===== src/rtl/csg_pkg.sv =====
// ----------------------------------------------------------------------------
// csg_pkg
// Shared types, constants and the square-root step function for the filled
// circle span generator.
// ----------------------------------------------------------------------------
`default_nettype none

package csg_pkg;

  // Field widths
  localparam int unsigned RADIUS_W = 10;
  localparam int unsigned COORD_W  = 11;
  localparam int unsigned COLOUR_W = 32;
  localparam int unsigned PROD_W   = 2 * RADIUS_W;
  localparam int unsigned REM_W    = RADIUS_W + 2;

  // Largest radius the surface supports
  localparam logic [RADIUS_W-1:0] MAX_RADIUS = 10'd1023;

  // Register indexes of the configuration port
  localparam logic CFG_RADIUS = 1'b0;
  localparam logic CFG_COLOUR = 1'b1;

  // Square-root pipeline shape: one result bit per step
  localparam int unsigned SQ_STEPS     = RADIUS_W;
  localparam int unsigned SQ_PER_STAGE = 2;
  localparam int unsigned SQ_STAGES    = SQ_STEPS / SQ_PER_STAGE;
  localparam int unsigned PREP_STAGES  = 2;

  // Sideband that travels with each word
  typedef struct packed {
    logic                in_range;
    logic [RADIUS_W-1:0] dy;
    logic [RADIUS_W-1:0] radius;
  } csg_side_t;

  // Partial square-root state
  typedef struct packed {
    logic [REM_W-1:0]    rem;
    logic [RADIUS_W-1:0] root;
    logic [PROD_W-1:0]   rad;
  } csg_sq_t;

  // One digit of the restoring square root: pulls two radicand bits
  function automatic csg_sq_t sqrt_step(input csg_sq_t s);
    csg_sq_t             n;
    logic [REM_W+1:0]    cur;
    logic [REM_W+2:0]    trial;
    cur   = {s.rem, s.rad[PROD_W-1 -: 2]};
    trial = {1'b0, cur} - {3'b000, s.root, 2'b01};
    n.rad = {s.rad[PROD_W-3:0], 2'b00};
    if (!trial[REM_W+2]) begin
      n.rem  = trial[REM_W-1:0];
      n.root = {s.root[RADIUS_W-2:0], 1'b1};
    end else begin
      n.rem  = cur[REM_W-1:0];
      n.root = {s.root[RADIUS_W-2:0], 1'b0};
    end
    return n;
  endfunction

endpackage

`default_nettype wire


===== src/rtl/filled_circle_span_generator.sv =====
// ----------------------------------------------------------------------------
// filled_circle_span_generator
// Turns a row offset into one horizontal span of a filled circle.
// ----------------------------------------------------------------------------
// Usage:
//   Configuration: cfg_we writes cfg_wdata into register cfg_index
//   (0 = circle radius, low 10 bits; 1 = fill colour). Write only while
//   no span is in flight.
//   Input: a word (in_row_offset) is taken at each edge with start high;
//   busy stays low, so a new offset can enter every cycle.
//   Output: out_strobe marks each result for exactly one cycle; the
//   receiver must take it then. Offsets outside 1..radius give a word with
//   out_span_valid low and all other fields zero.
//   From start to out_strobe a word passes two front stages (range
//   check, then the 10x11 multiply), five square-root stages of two digits
//   each, and the output register. Throughput is one span per cycle.
//   Reset (rst_n low, synchronous) empties the pipeline and sets the
//   radius to 1 and the colour to 0.
// ----------------------------------------------------------------------------
`default_nettype none

module filled_circle_span_generator (
  input  wire logic                         clk,
  input  wire logic                         rst_n,
  input  wire logic                         cfg_we,
  input  wire logic                         cfg_index,
  input  wire logic [csg_pkg::COLOUR_W-1:0] cfg_wdata,
  input  wire logic                         start,
  output logic                              busy,
  input  wire logic [csg_pkg::RADIUS_W-1:0] in_row_offset,
  output logic                              out_strobe,
  output logic                              out_span_valid,
  output logic [csg_pkg::COORD_W-1:0]       out_lower_row,
  output logic [csg_pkg::RADIUS_W-1:0]      out_upper_row,
  output logic [csg_pkg::COORD_W-1:0]       out_span_start,
  output logic [csg_pkg::COORD_W-1:0]       out_span_end,
  output logic [csg_pkg::COLOUR_W-1:0]      out_pixel_value
);
  import csg_pkg::*;

  localparam int unsigned LATENCY = PREP_STAGES + SQ_STAGES + 1;

  logic [RADIUS_W-1:0] radius_r;
  logic [COLOUR_W-1:0] colour_r;
  logic                accept;
  logic                p_valid;
  csg_side_t           p_side;
  csg_sq_t             p_sq;
  logic                q_valid;
  csg_side_t           q_side;
  logic [RADIUS_W-1:0] q_root;
  logic [COORD_W-1:0]  two_r;
  logic [COORD_W-1:0]  end_raw;
  logic [COORD_W-1:0]  end_lim;
  logic                ok_nxt;
  logic [COORD_W-1:0]  lower_nxt, start_nxt, end_nxt;
  logic [RADIUS_W-1:0] upper_nxt;
  logic [COLOUR_W-1:0] pixel_nxt;
  logic                strobe_r;
  logic                ok_r;
  logic [COORD_W-1:0]  lower_r, start_r, end_r;
  logic [RADIUS_W-1:0] upper_r;
  logic [COLOUR_W-1:0] pixel_r;

  // Configuration registers
  always_ff @(posedge clk) begin
    if (!rst_n) begin
      radius_r <= RADIUS_W'(1);
      colour_r <= '0;
    end else if (cfg_we) begin
      case (cfg_index)
        CFG_RADIUS: radius_r <= cfg_wdata[RADIUS_W-1:0];
        CFG_COLOUR: colour_r <= cfg_wdata;
        default:    ;
      endcase
    end
  end

  // Fully pipelined: never busy
  assign busy   = 1'b0;
  assign accept = start && !busy;

  csg_prep u_prep (
    .clk       (clk),
    .rst_n     (rst_n),
    .in_valid  (accept),
    .in_dy     (in_row_offset),
    .radius    (radius_r),
    .out_valid (p_valid),
    .out_side  (p_side),
    .out_sq    (p_sq)
  );

  csg_sqrt u_sqrt (
    .clk       (clk),
    .rst_n     (rst_n),
    .in_valid  (p_valid),
    .in_side   (p_side),
    .in_sq     (p_sq),
    .out_valid (q_valid),
    .out_side  (q_side),
    .out_root  (q_root)
  );

  // Span ends; end clamps to 2R-1 on the full-width row
  always_comb begin
    ok_nxt    = q_side.in_range;
    two_r     = {q_side.radius, 1'b0};
    end_raw   = {1'b0, q_side.radius} + {1'b0, q_root};
    end_lim   = two_r - COORD_W'(1);
    lower_nxt = '0;
    upper_nxt = '0;
    start_nxt = '0;
    end_nxt   = '0;
    pixel_nxt = '0;
    if (ok_nxt) begin
      lower_nxt = two_r - {1'b0, q_side.dy};
      upper_nxt = q_side.dy;
      start_nxt = {1'b0, q_side.radius} - {1'b0, q_root};
      end_nxt   = (end_raw > end_lim) ? end_lim : end_raw;
      pixel_nxt = colour_r;
    end
  end

  // Output register
  always_ff @(posedge clk) begin
    if (!rst_n) begin
      strobe_r <= 1'b0;
    end else begin
      strobe_r <= q_valid;
    end
  end

  always_ff @(posedge clk) begin
    ok_r    <= ok_nxt;
    lower_r <= lower_nxt;
    upper_r <= upper_nxt;
    start_r <= start_nxt;
    end_r   <= end_nxt;
    pixel_r <= pixel_nxt;
  end

  assign out_strobe      = strobe_r;
  assign out_span_valid  = ok_r;
  assign out_lower_row   = lower_r;
  assign out_upper_row   = upper_r;
  assign out_span_start  = start_r;
  assign out_span_end    = end_r;
  assign out_pixel_value = pixel_r;

  // Every result traces back to a word taken a fixed latency earlier
  a_latency: assert property (@(posedge clk) disable iff (!rst_n)
    out_strobe |-> $past(accept, LATENCY))
    else $error("result without matching input word");

  // A valid span never runs backwards
  a_order: assert property (@(posedge clk) disable iff (!rst_n)
    (out_strobe && out_span_valid) |-> (out_span_start <= out_span_end))
    else $error("span start past span end");

  // Mirrored rows sum to the diameter
  a_mirror: assert property (@(posedge clk) disable iff (!rst_n)
    (out_strobe && out_span_valid)
      |-> ({1'b0, out_lower_row} + {2'b00, out_upper_row} == {1'b0, radius_r, 1'b0}))
    else $error("mirrored rows do not sum to 2R");

  // Span is centered on the radius column unless its end sits at 2R-1
  a_center: assert property (@(posedge clk) disable iff (!rst_n)
    (out_strobe && out_span_valid && (out_span_end != {radius_r, 1'b0} - COORD_W'(1)))
      |-> ({1'b0, out_span_start} + {1'b0, out_span_end} == {1'b0, radius_r, 1'b0}))
    else $error("span not centered");

  // Out-of-range words carry all-zero fields
  a_zero: assert property (@(posedge clk) disable iff (!rst_n)
    (out_strobe && !out_span_valid)
      |-> (out_lower_row == '0 && out_upper_row == '0 && out_span_start == '0
           && out_span_end == '0 && out_pixel_value == '0))
    else $error("invalid word carries nonzero fields");

endmodule

`default_nettype wire


===== src/rtl/csg_prep.sv =====
// ----------------------------------------------------------------------------
// csg_prep
// Front of the pipeline: range check, 2R-dy, then the dy*(2R-dy) product.
// ----------------------------------------------------------------------------
`default_nettype none

module csg_prep (
  input  wire logic                         clk,
  input  wire logic                         rst_n,
  input  wire logic                         in_valid,
  input  wire logic [csg_pkg::RADIUS_W-1:0] in_dy,
  input  wire logic [csg_pkg::RADIUS_W-1:0] radius,
  output logic                              out_valid,
  output csg_pkg::csg_side_t                out_side,
  output csg_pkg::csg_sq_t                  out_sq
);
  import csg_pkg::*;

  logic                      a_valid_r;
  csg_side_t                 a_side_r, a_side_nxt;
  logic [COORD_W-1:0]        a_span_r, a_span_nxt;
  logic                      b_valid_r;
  csg_side_t                 b_side_r;
  logic [PROD_W-1:0]         b_prod_r;
  logic [RADIUS_W-1:0]       r_sat;
  logic [RADIUS_W+COORD_W-1:0] prod_full;

  // Stage A: saturate radius, check offset, form 2R-dy
  always_comb begin
    r_sat               = (radius > MAX_RADIUS) ? MAX_RADIUS : radius;
    a_side_nxt.radius   = r_sat;
    a_side_nxt.dy       = in_dy;
    a_side_nxt.in_range = (in_dy != '0) && (in_dy <= r_sat);
    a_span_nxt          = {r_sat, 1'b0} - {1'b0, in_dy};
  end

  always_ff @(posedge clk) begin
    if (!rst_n) begin
      a_valid_r <= 1'b0;
    end else begin
      a_valid_r <= in_valid;
    end
  end

  always_ff @(posedge clk) begin
    a_side_r <= a_side_nxt;
    a_span_r <= a_span_nxt;
  end

  // Stage B: radicand dy*(2R-dy), at most R*R
  assign prod_full = a_side_r.dy * a_span_r;

  always_ff @(posedge clk) begin
    if (!rst_n) begin
      b_valid_r <= 1'b0;
    end else begin
      b_valid_r <= a_valid_r;
    end
  end

  always_ff @(posedge clk) begin
    b_side_r <= a_side_r;
    b_prod_r <= prod_full[PROD_W-1:0];
  end

  assign out_valid   = b_valid_r;
  assign out_side    = b_side_r;
  assign out_sq.rem  = '0;
  assign out_sq.root = '0;
  assign out_sq.rad  = b_prod_r;

endmodule

`default_nettype wire


===== src/rtl/csg_sqrt.sv =====
// ----------------------------------------------------------------------------
// csg_sqrt
// Pipelined integer square root, two result bits per register stage.
// ----------------------------------------------------------------------------
`default_nettype none

module csg_sqrt (
  input  wire logic                         clk,
  input  wire logic                         rst_n,
  input  wire logic                         in_valid,
  input  wire csg_pkg::csg_side_t           in_side,
  input  wire csg_pkg::csg_sq_t             in_sq,
  output logic                              out_valid,
  output csg_pkg::csg_side_t                out_side,
  output logic [csg_pkg::RADIUS_W-1:0]      out_root
);
  import csg_pkg::*;

  logic      stg_valid_r [SQ_STAGES];
  csg_side_t stg_side_r  [SQ_STAGES];
  csg_sq_t   stg_sq_r    [SQ_STAGES];
  logic      src_valid   [SQ_STAGES];
  csg_side_t src_side    [SQ_STAGES];
  csg_sq_t   src_sq      [SQ_STAGES];
  csg_sq_t   stg_sq_nxt  [SQ_STAGES];

  for (genvar g = 0; g < SQ_STAGES; g++) begin : g_stage
    // Stage input: pipeline entry or previous stage
    if (g == 0) begin : g_first
      assign src_valid[g] = in_valid;
      assign src_side[g]  = in_side;
      assign src_sq[g]    = in_sq;
    end else begin : g_next
      assign src_valid[g] = stg_valid_r[g-1];
      assign src_side[g]  = stg_side_r[g-1];
      assign src_sq[g]    = stg_sq_r[g-1];
    end

    // Digit steps of this stage
    always_comb begin
      csg_sq_t s;
      s = src_sq[g];
      for (int k = 0; k < SQ_PER_STAGE; k++) begin
        s = sqrt_step(s);
      end
      stg_sq_nxt[g] = s;
    end

    always_ff @(posedge clk) begin
      if (!rst_n) begin
        stg_valid_r[g] <= 1'b0;
      end else begin
        stg_valid_r[g] <= src_valid[g];
      end
    end

    always_ff @(posedge clk) begin
      stg_side_r[g] <= src_side[g];
      stg_sq_r[g]   <= stg_sq_nxt[g];
    end
  end

  assign out_valid = stg_valid_r[SQ_STAGES-1];
  assign out_side  = stg_side_r[SQ_STAGES-1];
  assign out_root  = stg_sq_r[SQ_STAGES-1].root;

endmodule

`default_nettype wire


===== config.mk =====
export PLATFORM = sky130hd
export DESIGN_NAME = filled_circle_span_generator
export DESIGN_NICKNAME = d
export VERILOG_FILES = /design/src/rtl/csg_pkg.sv /design/src/rtl/filled_circle_span_generator.sv /design/src/rtl/csg_prep.sv /design/src/rtl/csg_sqrt.sv
export SDC_FILE = /design/constraint.sdc
export NUM_CORES = 1
export LEC_CHECK = 0
export BUFFER_PORTS_ARGS = -buffer_cell sky130_fd_sc_hd__buf_2
export CORE_MARGIN = 1.5
export CORE_UTILIZATION = 40
export CTS_BUF_LIST = sky130_fd_sc_hd__clkbuf_16
export DETAILED_ROUTE_END_ITERATION = 10
export PLACE_DENSITY = 0.68
export SLEW_MARGIN = 40
export SYNTH_ARGS = -nofsm -noshare
export SYNTH_HDL_FRONTEND = slang
export SYNTH_SLANG_ARGS = --single-unit

===== constraint.sdc =====
create_clock -name clk -period 6.23 [get_ports clk]
set_input_delay 0.3115 -clock clk [delete_from_list [all_inputs] [get_ports clk]]
set_output_delay 0.3115 -clock clk [all_outputs]
set_load 0.02 [all_outputs]

Word level (Yosys, flattened, before mapping)
Memory sizes are Yosys's and may differ from the RTL's. A register that Yosys moved wholly into a read port is not among the register bits.
Cells that the tools add are included.
{"block": "word_totals", "register_bits": 193, "n_memories": 3, "ram_bits": 300, "wordCells": 70, "output_inout_bits": 78, "in_bits": 47}
{"block": "op_classes", "reduce_logical": 5, "addsub": 15, "mul": 1, "n_mux": 19, "order_cmp": 3, "bitwise_logic": 6}
{"memory": "u_sqrt.stg_sq_r", "depth": 5, "word_bits": 38, "rd": 5, "rd_clocked_by_memory_dff": 0, "wr": 5, "line_no": "csg_sqrt.sv:21", "text": "csg_sq_t stg_sq_r [SQ_STAGES];"}
{"memory": "u_sqrt.stg_side_r", "depth": 5, "word_bits": 21, "rd": 5, "rd_clocked_by_memory_dff": 0, "wr": 5, "line_no": "csg_sqrt.sv:20", "text": "csg_side_t stg_side_r [SQ_STAGES];"}
{"memory": "u_sqrt.stg_valid_r", "depth": 5, "word_bits": 1, "rd": 5, "rd_clocked_by_memory_dff": 1, "wr": 5, "line_no": "csg_sqrt.sv:19", "text": "logic stg_valid_r [SQ_STAGES];"}
{"op": "$mux 22", "n": 10}
{"op": "$sub 14x12->15", "n": 9}
{"op": "$sub 11x10->11", "n": 2}
{"op": "$mul 10x11->20", "n": 1}
{"op": "$add 10x10->11", "n": 1}
{"op": "$gt 11x11->1", "n": 1}
{"op": "$mux 11", "n": 1}
{"op": "$sub 10x10->11", "n": 1}
{"op": "$sub 11x1->11 const B", "n": 1}
{"op": "$gt 10x10->1 const B", "n": 1}
{"op": "$le 10x10->1", "n": 1}
{"op": "$mux 10", "n": 1}
{"op": "$reduce_bool 10->1", "n": 1}
{"op": "$mux 1", "n": 7}
{"op": "$or 1x1->1", "n": 5}
{"op": "$reduce_and 2->1", "n": 2}
{"op": "$sub 2x1->3 const B", "n": 1}
{"op": "$logic_and 1x1->1", "n": 1}
{"op": "$logic_not 1->1", "n": 1}
{"op": "$not 1->1", "n": 1}

Logic depth before layout (Yosys ltp)
Gate-level depths: netlist of the first run.
An unclocked memory read counts as a cell.
{"block": "depth", "word_depth": 5, "mapped_depth": 21, "depth_no_buf": 20}

Cells and area by module
A second synthesis of the first run with hierarchy kept.
{"block": "hier_totals", "cells_unflattened": 2382, "area_unflattened_um2": 22584.2}
{"mod": "csg_sqrt", "seq_area_each_um2": 4964.8, "instances": 1, "area_each_um2": 11280.8, "cells_per_inst": 1173}
{"mod": "csg_prep", "seq_area_each_um2": 1461.4, "instances": 1, "area_each_um2": 5926.9, "cells_per_inst": 621}
{"mod": "filled_circle_span_generator", "seq_area_each_um2": 2362.3, "instances": 1, "area_each_um2": 5376.4, "cells_per_inst": 588}

Worst setup path before layout of the first run
Ideal clock, no wire load.
{"block": "synth_timing", "kind": "register -> register", "startpoint": "reg u_prep.a_side_r[10] (netlist bit)", "endpoint": "reg u_prep.b_prod_r[19]", "t_arrival_ns": 5.092, "path_buffers": 1, "setup_slack_ns": 1.052, "required_time_ns": 6.144, "setup_ns": 0.086, "period_less_slack_ns": 5.178, "stages_incl_launch_ff": 19, "path_cell_list": "dfxtp_1 > clkbuf_1 > nand2_1 > fa_1 > fa_1 > inv_1 > fa_1 > fa_1 > inv_1 > fa_1 > inv_1 > ha_1 > a21o_1 > a21o_1 > a21o_1 > a21o_1 > or4_1 > and3_1 > a211oi_1"}
{"block": "synth_via", "elab_chain_cells": 1}
{"element": "start: declaration", "line_no": "csg_prep.sv:20", "text": "csg_side_t a_side_r, a_side_nxt;"}
{"element": "start signal: assignment", "line_no": "csg_prep.sv:46", "text": "a_side_r <= a_side_nxt;"}
{"element": "$mul 10x11->20", "line_no": "csg_prep.sv:51", "text": "assign prod_full = a_side_r.dy * a_span_r;"}
{"element": "net u_prep.prod_full[19]", "line_no": "csg_prep.sv:26", "text": "logic [RADIUS_W+COORD_W-1:0] prod_full;"}
{"element": "end signal: assignment", "line_no": "csg_prep.sv:63", "text": "b_prod_r <= prod_full[PROD_W-1:0];"}
{"element": "end: declaration", "line_no": "csg_prep.sv:24", "text": "logic [PROD_W-1:0] b_prod_r;"}
The timed path passes the listed nets, and every way through them passes these cells.
A chain may end at the register's enable or synchronous reset.

Worst setup path after layout of the first run
{"block": "layout_timing", "startpoint": "reg u_prep.a_side_r[13] (netlist bit)", "endpoint": "reg u_prep.b_prod_r[19]"}
Same word-level chain as after synthesis.

==> results of run 1 <==
## power groups by stage
stage / combinational [uW] / clock [uW] / sequential (uW)
floorplan: 5630 / 0 / 3580
global placement: 6840 / 0 / 3600
detailed placement: 7020 / 0 / 3620
CTS: 7110 / 2480 / 3560
global route: 8080 / 2590 / 3620
finish: 7060 / 2410 / 3560
## per-layer routing
| layer | wire length [um] | vias to the layer above | GRT usage (%) |
|---|---|---|---|
| met5 | 0 | - | 0 |
| met2 | 17400 | 207 | 27.3 |
| met3 | 1220 | 60 | 2.22 |
| li1 | - | 6498 | - |
| met1 | 15800 | 5960 | 18.4 |
| met4 | 828 | 0 | 4.70 |
## worst register-to-register path: cells and delay by family, from the launching register on
kind,cells,cell delay [ps]
adders and majority gates,6,2810
AOI/OAI and AO/OA,5,900
and+or+nand+nor,3,810
DFF,1,590
buffers and inverters,3,140
## repair_timing
action / 4_1_cts / 5_1_grt
endpoints found under the setup margin: 0 / 0
endpoints found under the hold margin: 22 / 0
hold buffers: 22 / 0
## final timing paths
kind / start / endpoint / slack, ps
worst max-delay path: u_prep.a_side_r[13] / u_prep.b_prod_r[19] / 860
worst max register to register: u_prep.a_side_r[13] / u_prep.b_prod_r[19] / 860
worst min register to register: u_sqrt.stg_side_r[0][13] / u_sqrt.stg_side_r[0][34] / 310
worst min-delay path: cfg_wdata[20] / colour_r[20] / 20
## cells in the mapped netlist (32+ instances only)
| cell type | count |
|---|---|
| sky130_fd_sc_hd__nand2_1 | 196 |
| sky130_fd_sc_hd__nor3_1 | 32 |
| sky130_fd_sc_hd__a21oi_1 | 68 |
| sky130_fd_sc_hd__ha_1 | 165 |
| sky130_fd_sc_hd__clkbuf_1 | 53 |
| sky130_fd_sc_hd__inv_1 | 198 |
| sky130_fd_sc_hd__fa_1 | 73 |
| sky130_fd_sc_hd__dfxtp_1 | 410 |
| sky130_fd_sc_hd__o21ai_0 | 44 |
| sky130_fd_sc_hd__xnor2_1 | 58 |
| sky130_fd_sc_hd__nor2_1 | 102 |
| sky130_fd_sc_hd__and2_1 | 113 |
| sky130_fd_sc_hd__a21o_1 | 33 |
| sky130_fd_sc_hd__xor2_1 | 35 |
| sky130_fd_sc_hd__a21boi_0 | 52 |
## cell type report
class	instances	area, sq um
fillers	4251	24300
flip-flops and latches	410	8210
inverters	201	759
clock inverters	31	305
repair buffers	150	873
multi-input cells	1224	9440
well taps	600	751
clock buffers	42	1050
## sequential cells by signal, indices dropped and copies added (netlist names), 10 cells and up
| name | flops |
|---|---|
| out_pixel_value | 32 |
| u_sqrt.stg_sq_r | 109 |
| u_prep.b_prod_r | 19 |
| out_lower_row | 11 |
| out_span_start | 11 |
| radius_r | 10 |
| u_prep.a_side_r | 21 |
| out_span_end | 11 |
| u_sqrt.stg_side_r | 105 |
| u_prep.out_side | 21 |
| u_prep.a_span_r | 10 |
| colour_r | 32 |
## cells in the final DEF, fill, tap and decap left out, drive strengths merged, types with 7 or more instances in the layout
master and instances:
nor3b 9, o211ai 9, nand2 197, o21ai 46, nor2 103, nor4 8, buf 128, and2 113
o31ai 9, clkinvlp 7, nand2b 16, a21o 33, a21oi 68, clkinv 17, nand4 12, nor2b 20
or3 14, xnor2 58, a211oi 10, o21bai 10, inv 204, dlygate4sd3 22, xor2 35, dfxtp 410
a31oi 7, o21a 22, mux2i 12, fa 73, a21boi 52, nand3 16, ha 165, clkbuf 42
nor3 32
## logic make-up after synthesis
kind of cell,share of synthesized area (%)
simple gates,14.9
flops,44.0
compound gates,11.4
buf+inv,5.36
fa+ha+maj,18.9
xor+xnor,4.37
mux,1.07
other cells,0.0201
## metrics by stage
step / utilization [%] / hold slack [ps]
final: 46.8 / 24.7
after global routing: 46.8 / 18.6
after CTS: 46.8 / 3.00
after detailed placement: 43.4 / 312
after global placement: 43.4 / 310
after floorplan: - / 310
==> impl.org, run 1 <==
** Cells and area
- The count of cells in the finished layout, fillers not included, comes to 2658.
- Layout area overhead :: 14.7%
- The post-route netlist has 10.6% of its cells at a drive strength greater than 1.
- The repair_antennas step left the layout with diodes totalling 0.
- Post-route cell area :: 21400 sq um
- At the end of the flow, the number of nets in the layout was 2313.

** Worst setup path
- The signal on the critical path passes through nand2_1 -> fa_1 -> inv_1 -> fa_1 -> fa_1 -> fa_1 -> inv_1 -> fa_1 -> inv_1 -> ha_1 -> a21o_1 -> a21o_1 -> a21o_1 -> a21o_1 -> or4_1 -> and3_1 -> a211oi_1.
- CP Class :: reg -> reg
- Required time worst endpoint :: 6670 ps
- Data arrival time at the worst-slack endpoint :: 5800 ps
- Stages on worst setup path :: 17
- Library cell contributing the largest single delay on the critical path :: sky130_fd_sc_hd__dfxtp_1
- By instance count, the cell type seen most on the critical path is sky130_fd_sc_hd__fa_1.
- Of all nets on the critical path, the largest fanout is 12.
- Crit path capture type :: flip-flop
- In this design, the largest share of critical-path delay is due to adder cells.
- Critical Path Source Type :: flip-flop
- Worst path buffer plus inverter count :: 3
- Path depth of the worst reg2reg path :: 17
- Max incr delay on CP :: 590 ps

** CTS
- Post-CTS repair changed the size of 0 cells.
- TritonCTS clock tree :: built
- After clock tree synthesis, the setup repair step added 0 buffers.
- Largest buffer count on any clock path :: 3
- The tree built by TritonCTS fans out to 410 sinks.
- After clock tree synthesis, the clock-pin slew on the worst setup and hold paths is 60 ps.
- The clock tree synthesis step divided the H-tree into 2 levels.
- Clock root cell :: sky130_fd_sc_hd__clkbuf_16
- In this run, CTS created clock tree buffers numbering 41.
- Clock insertion delay at the later pin of the skew report :: 550 ps

** Detailed routing
- For this block, the routed nets add up to 35.3 mm of wire.
- The first detailed-routing pass took 5 iterations.
- Dividing the detail-routed wire length by the instance count gives 13.3 um.
- The first routing iteration left 631 violations.
- Remaining DRCs :: 0
- Vias after detailed routing :: 12725
- Antenna-violating nets left :: 0
- After detailed routing, the number of vias per cell comes to 4.79.

** Timing
- Once routing completed, OpenROAD measured the worst setup slack at 863 ps.
- For the final database, setup skew stands at 28.2 ps.
- Hold Fails Final Rpt :: 0
- Setup repair after global routing left no endpoint under its margin.
- Final worst path period share :: 86.2%
- Clock period minus worst slack :: 5370 ps
- Count of final max-slew check failures :: 0
- Remaining max-slew budget at the tightest pin :: 53.5%
- Highest achievable clock rate :: 0.186 GHz
- Actual transition at the worst max-transition pin :: 697 ps
- Number of endpoints failing setup at the final stage :: 0
- In the final timing run, aggregate negative setup slack is 0 ps.

** Placement
- Placement Setup Slack :: 911 ps
- Routability-driven placement finished with a final weighted congestion of 0.859.
- Count of buffers inserted at the top-level ports :: 123
- HPWL after detailed placement :: 26.9 mm
- Summing all placed instances gives a cell area of 19800 sq um.
- Placed insts :: 2563

** Power and ir drop
- Of the total power, registers draw 27.3%.
- Switching share of total power :: 39.5%
- IR analysis of the VDD net gives a maximum drop of 461 uV.
- Summed over all cells, the static leakage comes to 0.0101 uW.
- In this run, the combinational gates consume 54.2% of the power.
- The analysis attributes to net switching a power of 5150 uW.
- Cell internal power was estimated by the tool at 7880 uW.
- After layout, the design draws a total of 13000 uW.
- Power density cells :: 609 nW/um^2
- Relative contribution of the clock network to total power :: 18.5%

** Run
- Max-cap check violation count :: 0

** Global routing
- For this run the aggregate overflow at the end of global routing stands at 0.
- The first global-routing pass estimated 60.0 mm of wire.
- Overall routing resource usage :: 15.1%
- Largest net degree at the start of global routing :: 51
- The via count of the first global-routing pass is 12828.
- The initial antenna violation count was 0.

** Yosys
- Number of synthesis warnings :: 0
- Yosys mapped a number of flops with a built-in enable equal to 0.
- A synthesized cell averages 9.85 sq um.
- Sequential cells were found to cover 44.0% of the synthesized design area.
- Largest area contributor in the synthesized netlist :: sky130_fd_sc_hd__dfxtp_1
- Ranking of synthesized cells by area :: sky130_fd_sc_hd__dfxtp_1, sky130_fd_sc_hd__ha_1, sky130_fd_sc_hd__fa_1
- Most common flop cell mapped by yosys :: sky130_fd_sc_hd__dfxtp_1
- Asr flop ratio synth :: 0%
- Cell variety after synth :: 75
- Synthesis inferred 410 register bits.
- Gate Count Post-Synth :: 1893
- Summed over its instances, the top area cell type makes up 44.0% of the synthesized netlist area.
- Post-Syn Area :: 18600 sq um

** Floorplan
- Die W :: 219 um
- Effective utilization at floorplan :: 40.8%
- Boundary pin count :: 125
- The floorplan step defined a die boundary enclosing 47900 sq um.
- Height of the die :: 219 um
- The floorplan step defined a core boundary enclosing 45700 sq um.
- Row count :: 78

** Worst hold path
- The tightest min-delay check is of the in -> reg type.
- Along the worst hold path, the cell count comes to 3.

** Status
- Result of the run :: complete, no violations
Note: power is estimated with default switching activity, not from simulation.
==> inputs of run 2 (changes only) <==
--- a/config.mk
+++ b/config.mk
@@ -5,12 +5,13 @@
 export SDC_FILE = /design/constraint.sdc
 export NUM_CORES = 1
 export LEC_CHECK = 0
+export ABC_AREA = 1
 export BUFFER_PORTS_ARGS = -buffer_cell sky130_fd_sc_hd__buf_2
 export CORE_MARGIN = 1.5
 export CORE_UTILIZATION = 40
 export CTS_BUF_LIST = sky130_fd_sc_hd__clkbuf_16
 export DETAILED_ROUTE_END_ITERATION = 10
-export PLACE_DENSITY = 0.68
+export PLACE_DENSITY = 0.67
 export SLEW_MARGIN = 40
 export SYNTH_ARGS = -nofsm -noshare
 export SYNTH_HDL_FRONTEND = slang
==> constraint.sdc (replaced) <==
create_clock -name clk -period 6.2 [get_ports clk]
set_input_delay 0.31 -clock clk [delete_from_list [all_inputs] [get_ports clk]]
set_output_delay 0.31 -clock clk [all_outputs]
set_load 0.02 [all_outputs]
==> run 2 against run 1 <==
Net effect: non-clock buffer count up 1; register-to-register slack improved by 40 ps; maximum frequency grew 1.3%; clock-buffer cell count is the same; utilization down 0.20 points; design area increased by 4.5%; critical path type unchanged; critical endpoint is now u_prep.b_prod_r[16]; highest routed layer unchanged.
==> impl.org, run 2 <==
** Status
- The run finished with clean final reports.

** Cells and area
- u_sqrt.stg_sq_r holds more flip-flops than any other register.
- The filler cell count in the final layout is 4597 (+8.1%).
- Most common library cell in the layout ignoring fill and taps :: sky130_fd_sc_hd__nand2_1
- The share of post-route cells with drive strength above 1 came to 9.29% (-1.3 points).
- Most frequent cells in the layout :: sky130_fd_sc_hd__nand2_1, sky130_fd_sc_hd__inv_1, sky130_fd_sc_hd__dfxtp_1
- Number of flip-flops under the largest register name :: 109 (unchanged)
- Antenna cells :: 0 (unchanged)
- The largest registers in the layout are u_sqrt.stg_sq_r (109), u_sqrt.stg_side_r (105).
- Post-route cell area :: 22400 sq um (+4.5%)
- Layout area overhead :: 14.3%
- Net count of the finished layout :: 2792 (+21%)
- Non-Filler Instances :: 3155 (+19%)

** Floorplan
- The horizontal extent of the die came to 224 um (+2.4%).
- The placement row count is 80 (+2.6%).
- The die outline height is 224 um (+2.4%).
- The die outline area came to 50200 sq um (+4.8%).
- Effective utilization at floorplan :: 40.8% (about the same)
- The core outline area came to 47900 sq um (+5.0%).
- The total I/O pin count came to 125 (unchanged).

** Detailed routing
- Total Wirelength :: 40.8 mm (+16%)
- DR WL/cell :: 12.9 um (-2.4%)
- The via count of the routed design is 14939 (+17%).
- The detailed router's first-iteration violation count was 884 (+40%).
- Vias per std cell :: 4.74 (-1.1%)
- The number of detailed-routing iterations run before antenna repair came to 5 (unchanged).
- The residual DRC count is 0 (unchanged).
- Antenna-violating nets left :: 0 (unchanged)

** Worst setup path
- In this design, the largest share of critical-path delay is due to adder cells.
- Crit path capture type :: flip-flop
- The cell that appears most often on the critical path is sky130_fd_sc_hd__fa_1.
- STA classifies the critical path startpoint as a flip-flop.
- CP Class :: reg -> reg
- The highest net fanout along the worst path was 20 (+8).
- Cell chain of the critical path :: nand2_1 -> fa_1 -> fa_1 -> inv_1 -> fa_1 -> fa_1 -> inv_1 -> fa_1 -> inv_1 -> ha_1 -> nand2_1 -> o21ai_0 -> a21oi_1 -> o21ai_0 -> xor2_1
- Worst path buffer plus inverter count :: 3 (unchanged)
- The largest individual stage delay along the critical path comes from the cell sky130_fd_sc_hd__dfxtp_1.
- The arrival time of data at the critical path endpoint came to 5790 ps (about the same).
- Max incr delay on CP :: 720 ps (+130 ps)
- The required time reported for the critical path endpoint came to 6690 ps (+20 ps).

** Timing
- The total of endpoints with negative setup slack in the final report is 0 (unchanged).
- The maximum clock frequency is 0.189 GHz (+1.3%).
- Actual transition at the worst max-transition pin :: 739 ps (+42.3 ps)
- Max Clock Skew :: 17.2 ps (-11.0 ps)
- The relative slew slack was 50.7% (-2.8 points).
- Count of final max-slew check failures :: 0 (unchanged)
- Final worst path period share :: 85.5% (-0.69 points)
- Total negative slack for setup checks :: 0 ps (unchanged)
- Clock period minus worst slack :: 5300 ps (-68.5 ps)
- Hold Fails Final Rpt :: 0 (unchanged)
- Setup repair after global routing left no endpoint under its margin.

** Global routing
- The global-route wire length before repair came to 68.7 mm (+14%).
- Vias in the first global route :: 14677 (+14%)
- Overall routing resource usage :: 16.6% (+1.5 points)
- The maximum number of pins on one net before global-route repair is 53 (+3.9%).
- The remaining global-route overflow came to 0 (unchanged).
- Number of antenna violations at the first check in global routing :: 0 (unchanged)

** CTS
- In this run the clock root is driven by a sky130_fd_sc_hd__clkbuf_16.
- Clock edge transition at the registers on the reported setup and hold paths :: 60 ps (about the same)
- Clock H-tree levels :: 2 (unchanged)
- Total CTS buffers :: 42 (+2.4%)
- The post-cts resize count came to 0 (unchanged).
- The insertion delay of the later-clocked pin in the worst-skew pair was 560 ps (about the same).
- Number of clock sinks :: 410 (unchanged)
- The maximum clock insertion buffer count is 3 (unchanged).
- TritonCTS clock tree :: built

** Placement
- The final estimated routing congestion in global placement was 0.904 (+5.2%).
- The placed standard-cell area is 20700 sq um (+4.5%).
- The detailed-placement wirelength estimate came to 31.4 mm (+17%).
- The count of buffers inserted at the top-level ports is 123 (unchanged).
- Placed insts :: 3051 (+19%)

** Worst hold path
- Worst min-delay path category :: in -> reg

** Yosys
- Proportion of synthesized chip area in sequential cells :: 42.0% (-2.1 points)
- The count of flip-flops with a built-in enable after synthesis was 0 (unchanged).
- Largest area contributor in the synthesized netlist :: sky130_fd_sc_hd__dfxtp_1
- sky130_fd_sc_hd__nand2_1 is the most common cell in the netlist.
- Number of synthesis warnings :: 0 (unchanged)
- Ranking of synthesized cells by area :: sky130_fd_sc_hd__dfxtp_1, sky130_fd_sc_hd__ha_1, sky130_fd_sc_hd__nand2_1
- The area share of the largest cell type after synthesis was 42.0% (-2.1 points).
- The post-synthesis cell count came to 2375 (+25%).
- For this run, the leading register cell type out of synthesis is sky130_fd_sc_hd__dfxtp_1.
- Asr flop ratio synth :: 0% (unchanged)
- Average instance area after synthesis :: 8.23 sq um (-16%)
- Leading post-synthesis cells by instance count :: sky130_fd_sc_hd__nand2_1, sky130_fd_sc_hd__inv_1, sky130_fd_sc_hd__dfxtp_1
- Number of register bits inferred by synthesis :: 410 (unchanged)
- Post-Syn Area :: 19600 sq um (+4.9%)
- Cell variety after synth :: 52 (-31%)

** Run
- Max-cap check violation count :: 0 (unchanged)
## run 2: path summary, 6_finish.rpt
check                               from                     end  slack (ps)  cells after the start
setup / recovery     u_prep.a_side_r[10]     u_prep.b_prod_r[16]         900                     15
hold / removal             cfg_wdata[11]            colour_r[11]          20                      3
setup reg to reg     u_prep.a_side_r[10]     u_prep.b_prod_r[16]         900                     15
hold reg to reg   u_sqrt.stg_sq_r[0][44]  u_sqrt.stg_sq_r[0][86]         320                      0
## run 2: area by class of cell
| cell class | instances | area [sq um] | share of cell area [%] |
|---|---|---|---|
| clock inverter | 35 | 342 | 1.53 |
| inverter | 422 | 1590 | 7.10 |
| multi-input combinational | 1480 | 9500 | 42.5 |
| sequential | 410 | 8210 | 36.7 |
| clock buffer | 42 | 1050 | 4.70 |
| tap | 615 | 769 | 3.44 |
| timing repair buffer | 151 | 893 | 4.00 |
## run 2: per-stage QoR
step / hold WS, ps / utilization (%) / worst slack [ps]
6_report: 17.4 / 46.6 / 901
5_1_grt: 19.7 / 46.6 / 586
4_1_cts: 1.72 / 46.6 / 930
3_5_place_dp: 312 / 43.2 / 935
3_3_place_gp: 310 / 43.2 / 1030
2_1_floorplan: 310 / - / 1180
## run 2: worst register-to-register path: cells and delay by family (launching register included)
kind / cells / cell delay, ps
simple gates: 2 / 250
xor+xnor: 1 / 160
flops: 1 / 720
buf+inv: 3 / 150
compound gates: 3 / 950
fa+ha+maj: 6 / 2990
## run 2: timing repair
action | 4_1_cts | 5_1_grt
setup buffers | 0 | 0
hold buffers | 27 | 0
hold endpoints to repair | 27 | 0
## run 2: cell families (layout without fill, tap and decap cells)
logic type | Yosys count | count (layout) | share of synthesized area [%]
flops | 410 | 410 | 42.0
compound gates | 273 | 273 | 7.72
mux | 1 | 1 | 0.0512
other cells | 1 | 2 | 0.0192
simple gates | 885 | 885 | 19.1
buf+inv | 486 | 650 | 9.46
fa+ha+maj | 238 | 238 | 18.0
xor+xnor | 81 | 81 | 3.63
## run 2: layer usage
metal / up-vias / routed length, um / global-route usage, % / part of all wire (%)
li1: 7646 / - / - / -
met1: 6959 / 18600 / 20.6 / 46
met2: 276 / 19600 / 29.0 / 48
met3: 58 / 1720 / 2.91 / 4.2
met4: 0 / 916 / 5.49 / 2.2
met5: - / 0 / 0 / 0
Power of run 2 is left out: the tool's default activity adds up to more than one toggle a clock period on the data nets, which glitch-free logic cannot reach.
